`src/rtl/core/smr_pkg.sv`:
```
// ----------------------------------------------------------------------------
// Stack machine package
// Sizes, command and status codes, request/result types, sequencer states.
// ----------------------------------------------------------------------------
`timescale 1ns / 1ps
`default_nettype none

package smr_pkg;

    localparam int STACK_DEPTH = 32;
    localparam int ADDR_W      = $clog2(STACK_DEPTH);
    localparam int CNT_W       = $clog2(STACK_DEPTH + 1);
    localparam int WORD_W      = 32;
    localparam int DEPTH_W     = 6;

    localparam logic [2:0] MODE_PUSH = 3'd0;
    localparam logic [2:0] MODE_POP  = 3'd1;
    localparam logic [2:0] MODE_SWAP = 3'd2;
    localparam logic [2:0] MODE_ADD  = 3'd3;
    localparam logic [2:0] MODE_ROLL = 3'd4;
    localparam logic [2:0] MODE_LIST = 3'd5;

    localparam logic [1:0] ST_DONE  = 2'd0;
    localparam logic [1:0] ST_FEW   = 2'd1;
    localparam logic [1:0] ST_FULL  = 2'd2;
    localparam logic [1:0] ST_RANGE = 2'd3;

    typedef struct packed {
        logic [2:0]               mode;
        logic signed [WORD_W-1:0] push_value;
    } t_request;

    typedef struct packed {
        logic signed [WORD_W-1:0] value;
        logic                     is_listed;
        logic                     is_last;
        logic [1:0]               status;
        logic [DEPTH_W-1:0]       depth_now;
    } t_result;

    typedef enum logic [3:0] {
        S_IDLE,
        S_DECODE,
        S_SW1,
        S_SW2,
        S_SW3,
        S_AD1,
        S_AD2,
        S_RL1,
        S_RL2,
        S_SH,
        S_RL3,
        S_LS,
        S_TOP,
        S_REPLY
    } t_state;

    function automatic logic [DEPTH_W-1:0] to_depth(input logic [CNT_W-1:0] cnt);
        logic [CNT_W+DEPTH_W-1:0] ext;
        ext = {{DEPTH_W{1'b0}}, cnt};
        return ext[DEPTH_W-1:0];
    endfunction

endpackage

`default_nettype wire

```
`src/rtl/core/smr_ram.sv`:
```
// ----------------------------------------------------------------------------
// Stack storage
// One write port, one read port, registered read data.
// ----------------------------------------------------------------------------
`timescale 1ns / 1ps
`default_nettype none

module smr_ram (
    input  wire logic                       i_clk,
    input  wire logic                       i_we,
    input  wire logic [smr_pkg::ADDR_W-1:0] i_waddr,
    input  wire logic [smr_pkg::WORD_W-1:0] i_wdata,
    input  wire logic [smr_pkg::ADDR_W-1:0] i_raddr,
    output logic      [smr_pkg::WORD_W-1:0] o_rdata
);

    logic [smr_pkg::WORD_W-1:0] r_mem [smr_pkg::STACK_DEPTH];
    logic [smr_pkg::WORD_W-1:0] r_rdata;

    always_ff @(posedge i_clk) begin
        if (i_we) begin
            r_mem[i_waddr] <= i_wdata;
        end
    end

    always_ff @(posedge i_clk) begin
        r_rdata <= r_mem[i_raddr];
    end

    assign o_rdata = r_rdata;

endmodule

`default_nettype wire

```
`src/rtl/core/stack_machine_with_roll_top.sv`:
```
// Push, pop and unused modes go from decode through the top-word read to the reply; swap and add first read
// the top two entries, and roll rewrites its n entries one at a time.
// List gives one entry per cycle.
// One request at a time, the next taken in the cycle of the last result.
// The stack RAM and its sequencer set the pace.
// Synchronous active-low reset empties the stack; stored words are not cleared.
// ----------------------------------------------------------------------------
// Stack machine with roll
// Bounded stack of 32-bit words: push, pop, swap, add, roll, list.
// ----------------------------------------------------------------------------
`timescale 1ns / 1ps
`default_nettype none

module stack_machine_with_roll_top (
    input  wire logic              i_clk,
    input  wire logic              i_rst_n,
    input  wire logic              start,
    input  wire smr_pkg::t_request i_req,
    output logic                   busy,
    output logic                   o_valid,
    output smr_pkg::t_result       o_result
);

    localparam int AW = smr_pkg::ADDR_W;
    localparam int CW = smr_pkg::CNT_W;
    localparam int WW = smr_pkg::WORD_W;

    smr_pkg::t_state  r_state, n_state;
    logic [CW-1:0]    r_cnt, n_cnt;
    logic [2:0]       r_mode, n_mode;
    logic [WW-1:0]    r_pv, n_pv;
    logic [WW-1:0]    r_a, n_a;
    logic [AW-1:0]    r_idx, n_idx;
    logic [AW-1:0]    r_tgt, n_tgt;
    logic [1:0]       r_status, n_status;
    logic             r_out_valid, n_out_valid;
    smr_pkg::t_result r_out, n_out;

    logic          we;
    logic [AW-1:0] waddr;
    logic [WW-1:0] wdata;
    logic [AW-1:0] raddr;
    logic [WW-1:0] rdata;

    logic [CW-1:0] cnt_m1;
    logic [CW-1:0] cnt_m2;
    logic [AW-1:0] idx_m1;
    logic [AW-1:0] idx_m2;
    logic [WW-1:0] rem_ext;
    logic [WW-1:0] tgt_full;
    logic          roll_ok;

    assign cnt_m1   = r_cnt - 1'b1;
    assign cnt_m2   = r_cnt - 2'd2;
    assign idx_m1   = r_idx - 1'b1;
    assign idx_m2   = r_idx - 2'd2;
    assign rem_ext  = {{(WW-CW){1'b0}}, cnt_m1};
    assign tgt_full = rem_ext - rdata;
    assign roll_ok  = !rdata[WW-1] && (rdata != '0) && (rdata <= rem_ext);

    smr_ram u_ram (
        .i_clk   (i_clk),
        .i_we    (we),
        .i_waddr (waddr),
        .i_wdata (wdata),
        .i_raddr (raddr),
        .o_rdata (rdata)
    );

    always_ff @(posedge i_clk) begin
        if (!i_rst_n) begin
            r_state     <= smr_pkg::S_IDLE;
            r_cnt       <= '0;
            r_out_valid <= 1'b0;
        end else begin
            r_state     <= n_state;
            r_cnt       <= n_cnt;
            r_out_valid <= n_out_valid;
        end
    end

    always_ff @(posedge i_clk) begin
        r_mode   <= n_mode;
        r_pv     <= n_pv;
        r_a      <= n_a;
        r_idx    <= n_idx;
        r_tgt    <= n_tgt;
        r_status <= n_status;
        r_out    <= n_out;
    end

    always_comb begin
        n_state     = r_state;
        n_cnt       = r_cnt;
        n_mode      = r_mode;
        n_pv        = r_pv;
        n_a         = r_a;
        n_idx       = r_idx;
        n_tgt       = r_tgt;
        n_status    = r_status;
        n_out_valid = 1'b0;
        n_out       = r_out;
        we          = 1'b0;
        waddr       = cnt_m1[AW-1:0];
        wdata       = r_pv;
        raddr       = cnt_m1[AW-1:0];

        case (r_state)
            smr_pkg::S_IDLE: begin
                if (start) begin
                    n_mode  = i_req.mode;
                    n_pv    = i_req.push_value;
                    n_state = smr_pkg::S_DECODE;
                end
            end
            smr_pkg::S_DECODE: begin
                n_status = smr_pkg::ST_DONE;
                n_state  = smr_pkg::S_TOP;
                case (r_mode)
                    smr_pkg::MODE_PUSH: begin
                        if (r_cnt < CW'(smr_pkg::STACK_DEPTH)) begin
                            we    = 1'b1;
                            waddr = r_cnt[AW-1:0];
                            wdata = r_pv;
                            n_cnt = r_cnt + 1'b1;
                        end else begin
                            n_status = smr_pkg::ST_FULL;
                        end
                    end
                    smr_pkg::MODE_POP: begin
                        if (r_cnt != '0) begin
                            n_cnt = cnt_m1;
                        end else begin
                            n_status = smr_pkg::ST_FEW;
                        end
                    end
                    smr_pkg::MODE_SWAP: begin
                        if (r_cnt >= CW'(2)) begin
                            n_state = smr_pkg::S_SW1;
                        end else begin
                            n_status = smr_pkg::ST_FEW;
                        end
                    end
                    smr_pkg::MODE_ADD: begin
                        if (r_cnt >= CW'(2)) begin
                            n_state = smr_pkg::S_AD1;
                        end else begin
                            n_status = smr_pkg::ST_FEW;
                        end
                    end
                    smr_pkg::MODE_ROLL: begin
                        if (r_cnt != '0) begin
                            n_state = smr_pkg::S_RL1;
                        end else begin
                            n_status = smr_pkg::ST_FEW;
                        end
                    end
                    smr_pkg::MODE_LIST: begin
                        if (r_cnt != '0) begin
                            n_idx   = cnt_m1[AW-1:0];
                            n_state = smr_pkg::S_LS;
                        end else begin
                            n_status = smr_pkg::ST_FEW;
                        end
                    end
                    default: begin
                    end
                endcase
            end
            smr_pkg::S_SW1: begin
                n_a     = rdata;
                raddr   = cnt_m2[AW-1:0];
                n_state = smr_pkg::S_SW2;
            end
            smr_pkg::S_SW2: begin
                we      = 1'b1;
                waddr   = cnt_m1[AW-1:0];
                wdata   = rdata;
                n_state = smr_pkg::S_SW3;
            end
            smr_pkg::S_SW3: begin
                we      = 1'b1;
                waddr   = cnt_m2[AW-1:0];
                wdata   = r_a;
                n_state = smr_pkg::S_TOP;
            end
            smr_pkg::S_AD1: begin
                n_a     = rdata;
                raddr   = cnt_m2[AW-1:0];
                n_state = smr_pkg::S_AD2;
            end
            smr_pkg::S_AD2: begin
                we      = 1'b1;
                waddr   = cnt_m2[AW-1:0];
                wdata   = r_a + rdata;
                n_cnt   = cnt_m1;
                n_state = smr_pkg::S_TOP;
            end
            smr_pkg::S_RL1: begin
                // rdata is the popped count n
                n_cnt   = cnt_m1;
                n_state = smr_pkg::S_TOP;
                if (!roll_ok) begin
                    n_status = smr_pkg::ST_RANGE;
                end else if (rdata != WW'(1)) begin
                    raddr   = cnt_m2[AW-1:0];
                    n_idx   = cnt_m2[AW-1:0];
                    n_tgt   = tgt_full[AW-1:0];
                    n_state = smr_pkg::S_RL2;
                end
            end
            smr_pkg::S_RL2: begin
                n_a     = rdata;
                raddr   = idx_m1;
                n_state = smr_pkg::S_SH;
            end
            smr_pkg::S_SH: begin
                we    = 1'b1;
                waddr = r_idx;
                wdata = rdata;
                if (idx_m1 == r_tgt) begin
                    n_state = smr_pkg::S_RL3;
                end else begin
                    raddr = idx_m2;
                    n_idx = idx_m1;
                end
            end
            smr_pkg::S_RL3: begin
                we      = 1'b1;
                waddr   = r_tgt;
                wdata   = r_a;
                n_state = smr_pkg::S_TOP;
            end
            smr_pkg::S_LS: begin
                n_out_valid     = 1'b1;
                n_out.value     = $signed(rdata);
                n_out.is_listed = 1'b1;
                n_out.is_last   = (r_idx == '0);
                n_out.status    = smr_pkg::ST_DONE;
                n_out.depth_now = smr_pkg::to_depth(r_cnt);
                if (r_idx == '0) begin
                    n_state = smr_pkg::S_IDLE;
                end else begin
                    raddr = idx_m1;
                    n_idx = idx_m1;
                end
            end
            smr_pkg::S_TOP: begin
                n_state = smr_pkg::S_REPLY;
            end
            smr_pkg::S_REPLY: begin
                n_out_valid     = 1'b1;
                n_out.value     = (r_cnt != '0) ? $signed(rdata) : '0;
                n_out.is_listed = 1'b0;
                n_out.is_last   = 1'b1;
                n_out.status    = r_status;
                n_out.depth_now = smr_pkg::to_depth(r_cnt);
                n_state         = smr_pkg::S_IDLE;
            end
            default: begin
                n_state = smr_pkg::S_IDLE;
            end
        endcase
    end

    assign busy     = (r_state != smr_pkg::S_IDLE);
    assign o_valid  = r_out_valid;
    assign o_result = r_out;

endmodule

`default_nettype wire

```
`config.mk`:
```
export PLATFORM = sky130hd
export DESIGN_NAME = stack_machine_with_roll_top
export DESIGN_NICKNAME = d
export VERILOG_FILES = /design/src/rtl/core/smr_pkg.sv /design/src/rtl/core/smr_ram.sv /design/src/rtl/core/stack_machine_with_roll_top.sv
export SDC_FILE = /design/constraint.sdc
export NUM_CORES = 2
export LEC_CHECK = 0
export BUFFER_PORTS_ARGS = -buffer_cell sky130_fd_sc_hd__buf_2
export CAP_MARGIN = 5
export CORE_MARGIN = 5
export CORE_UTILIZATION = 50
export CTS_BUF_LIST = sky130_fd_sc_hd__clkbuf_4 sky130_fd_sc_hd__clkbuf_8
export DETAILED_ROUTE_END_ITERATION = 8
export PLACE_DENSITY = 0.69
export SLEW_MARGIN = 20
export SYNTH_ARGS = -nofsm -noshare
export SYNTH_HDL_FRONTEND = slang
export SYNTH_SLANG_ARGS = --single-unit
export TNS_END_PERCENT = 30
```
`constraint.sdc`:
```
create_clock -name i_clk -period 11.6 [get_ports i_clk]
set_input_delay 0 -clock i_clk [delete_from_list [all_inputs] [get_ports i_clk]]
set_output_delay 0 -clock i_clk [all_outputs]
set_load 0.1 [all_outputs]
```
==> flow_summary.json <==
{
  "ys_warn_count": 0,
  "cts_tree": "yes",
  "antenna_found_initial": 2,
  "tns_ns": 0,
  "hp-class": "primary input to flip-flop",
  "clock_latency_ns": 0.89,
  "drtIter0Drc": 4477,
  "syn-cell-area_um2": 48800,
  "layout_min_cycle_time_ns": 6.966,
  "design_area_um2": 55430,
  "wl_per_cell_um": 27.29,
  "cts_buffer_depth": 3,
  "root_buffer": "clkbuf_8",
  "finalCritPeriodShare": 0.6005,
  "worstSetupPathType": "flip-flop to flip-flop",
  "synth_nets": 3545,
  "num_rows": 114,
  "cts_max_level": 4,
  "vias": 31559,
  "nFillCells": 7451,
  "initial_core_util": 0.5038,
  "grt_pass1_vias": 30334,
  "synthCells": 3454,
  "grt_pass1_wl_mm": 202.0,
  "yosysTopAreaCellShare": 0.7046,
  "die_w_um": 322.4,
  "cts_buffers": 185,
  "maxCapViolCount": 0,
  "regArea_um2": 35240,
  "pin_count": 82,
  "drc": 0,
  "hold_viol": 0,
  "slew_violations": 0,
  "synth_edf_count": 1145,
  "grt_overflow": 0,
  "finalNetCount": 3777,
  "ys_seq_area_frac": 0.7222,
  "required_ns": 12.32,
  "grt_util_all_layers": 0.2644,
  "io_buffers": 81,
  "dieArea_um2": 103900,
  "multi_input_area_um2": 13010,
  "yosys.cell_types.count": 84,
  "synthFlopType": "edfxtp_1",
  "setup_viol": 0,
  "setup_slack_ns": 4.634,
  "place_congestion": 0.9371,
  "die_h_um": 322.4,
  "fin_skew_ns": 0.07583,
  "tightestPinTransition_ns": 1.139,
  "cp.arrival_ns": 7.68,
  "end_kind": "flip-flop",
  "max_freq_ghz": 0.1436,
  "dpl_cell_area_um2": 51090,
  "yosys-top-cells-area": "edfxtp_1 (70%), nand2_1 (5.6%), mux4_2 (3.0%)",
  "run_status": "finished, final reports clean",
  "dp_slack_ns": 4.747,
  "rsz0062_at_grt": "false",
  "max-slew-margin-rel": 0.2407,
  "clk_pin_slew_ns": 0.06,
  "syn_to_final_growth_pct": 13.59,
  "drive_gt1_frac": 0.1632,
  "ant_nets": 0,
  "routed_via_density": 6.171,
  "syn_area_per_cell_um2": 14.13,
  "clock-sinks": 1188,
  "drt-pass1-iter-count": 9,
  "cp_max_fo": 40,
  "synth_area_leader_cell": "edfxtp_1",
  "post_cts_buffers": 0,
  "synth-seq-cells": 1188,
  "start_kind": "flip-flop",
  "hpwl_mm": 76.09,
  "grt_max_degree": 179,
  "core_um2": 96850,
  "totalWireLength_mm": 139.6,
  "async_reset_ff_frac": 0
}
## cell usage after synthesis, drive strengths merged, types with 9 or more instances
library cell,count
xnor2,27
inv,33
a2111oi,33
a21oi,207
dfxtp,43
and2,44
a31oi,11
a21o,18
o21ai,46
nor2b,9
a22oi,38
nor2,114
edfxtp,1145
ha,51
clkbuf,85
mux4,64
nand3,269
mux2i,67
nand2,730
a311oi,32
xor2,15
o21a,10
buf,114
a22o,31
nor3,17
a222oi,28
o311ai,32
## area by class of cell
cell class / count / share of cell area
Antenna cell: 2 / 0.00009029
Timing Repair Buffer: 244 / 0.03370
Sequential cell: 1188 / 0.6358
Clock buffer: 262 / 0.05670
Multi-Input combinational cell: 2034 / 0.2347
Tap cell: 1276 / 0.02880
Clock inverter: 75 / 0.007991
Inverter: 33 / 0.002235
## worst paths after layout
| path | from | slack [ns] | cells after the start | end |
|---|---|---|---|---|
| worst min-delay path | i_rst_n | 0.07 | 3 | r_cnt[0]$_SDFFE_PN0P_ |
| worst min register to register | r_status[1]$_SDFFCE_PP1P_ | 0.53 | 1 | o_result[7]$_SDFFCE_PN0P_ |
| worst max register to register | r_cnt[0]$_SDFFE_PN0P_ | 4.63 | 19 | u_ram.o_rdata[14]$_DFF_P_ |
| worst max-delay path | r_cnt[0]$_SDFFE_PN0P_ | 4.63 | 19 | u_ram.o_rdata[14]$_DFF_P_ |
## placed cells by master, fill, tap and decap left out, types with 18 or more instances in the layout
cell           Yosys  routed
a2111oi_0         32      32
a21o_1            18      18
a21oi_1          206     180
a21oi_2            0      19
a222oi_1          28      28
a22o_1            31      31
a22oi_1           38      38
a311oi_1          31      31
and2_1            43      42
buf_2             82      81
buf_4             14      84
clkbuf_4           0      74
clkbuf_8           0     188
clkinv_1           0      41
dfxtp_1           43      43
dlygate4sd3_1      0      74
edfxtp_1        1145    1145
ha_1              51      51
inv_1             33      33
mux2i_1           67      67
mux4_2            64      64
nand2_1          730     727
nand3_1          269     269
nor2_1           112      76
nor2_4             0      37
o21ai_0           44      41
o311ai_0          26      26
xnor2_1           27      27
## sequential cells by signal, indices dropped and copies added, names as in the netlist, 4 cells and up
signal         count
u_ram.o_rdata     32
r_a               32
o_result          42
r_cnt              6
r_state            4
r_pv              32
r_tgt              5
u_ram.r_mem     1024
r_idx              5
## layer usage
layer	global-route usage	up-vias	wire length (µm)
met1	0.3716	15663	53860
li1	-	13635	-
met2	0.4114	1968	64140
met4	0.1026	0	5126
met3	0.05496	293	16460
met5	0	-	0
## cell families after synthesis
logic type               after synthesis  synth area share
flip-flops                          1188            0.7222
multiplexers                         131           0.04328
adder cells (fa/ha/maj)               53           0.01390
AO/OA/AOI/OAI                        562           0.07984
AND/OR/NAND/NOR                     1245            0.1103
buffers and inverters                232           0.02241
XOR/XNOR                              43          0.008000
## per-stage QoR
| step | util | hold WS, ns | cells |
|---|---|---|---|
| after floorplan | - | 0.09887 | 3454 |
| after global placement | 0.5273 | 0.1778 | 4700 |
| after detailed placement | 0.5275 | 0.1781 | 4701 |
| after CTS | 0.5722 | 0.01578 | 5112 |
| after global routing | 0.5723 | 0.07213 | 5114 |
| final | 0.5723 | 0.06545 | 5114 |
## timing repair
action	CTS	global route
endpoints found under the setup margin	0	0
hold buffers	74	0
hold endpoints to repair	81	0
resized for setup	0	0
## worst max-delay path: stages (launching register included)
cell	delay, ns
dfxtp_1	0.77
inv_1	0.19
ha_1	0.35
nor3b_1	0.20
xnor2_1	0.35
inv_1	0.12
ha_1	0.20
a2111oi_0	0.57
nor2_1	0.09
or4_1	0.42
or2_1	0.34
or3_1	0.42
o211a_4	0.30
buf_4	0.34
nor2_4	0.65
buf_4	0.66
nand3_1	0.16
o311ai_0	0.30
a22o_1	0.27
a311oi_1	0.05
Power is not shown: default switching activity piles up to over one toggle a cycle in this logic, so the estimate is an artifact.
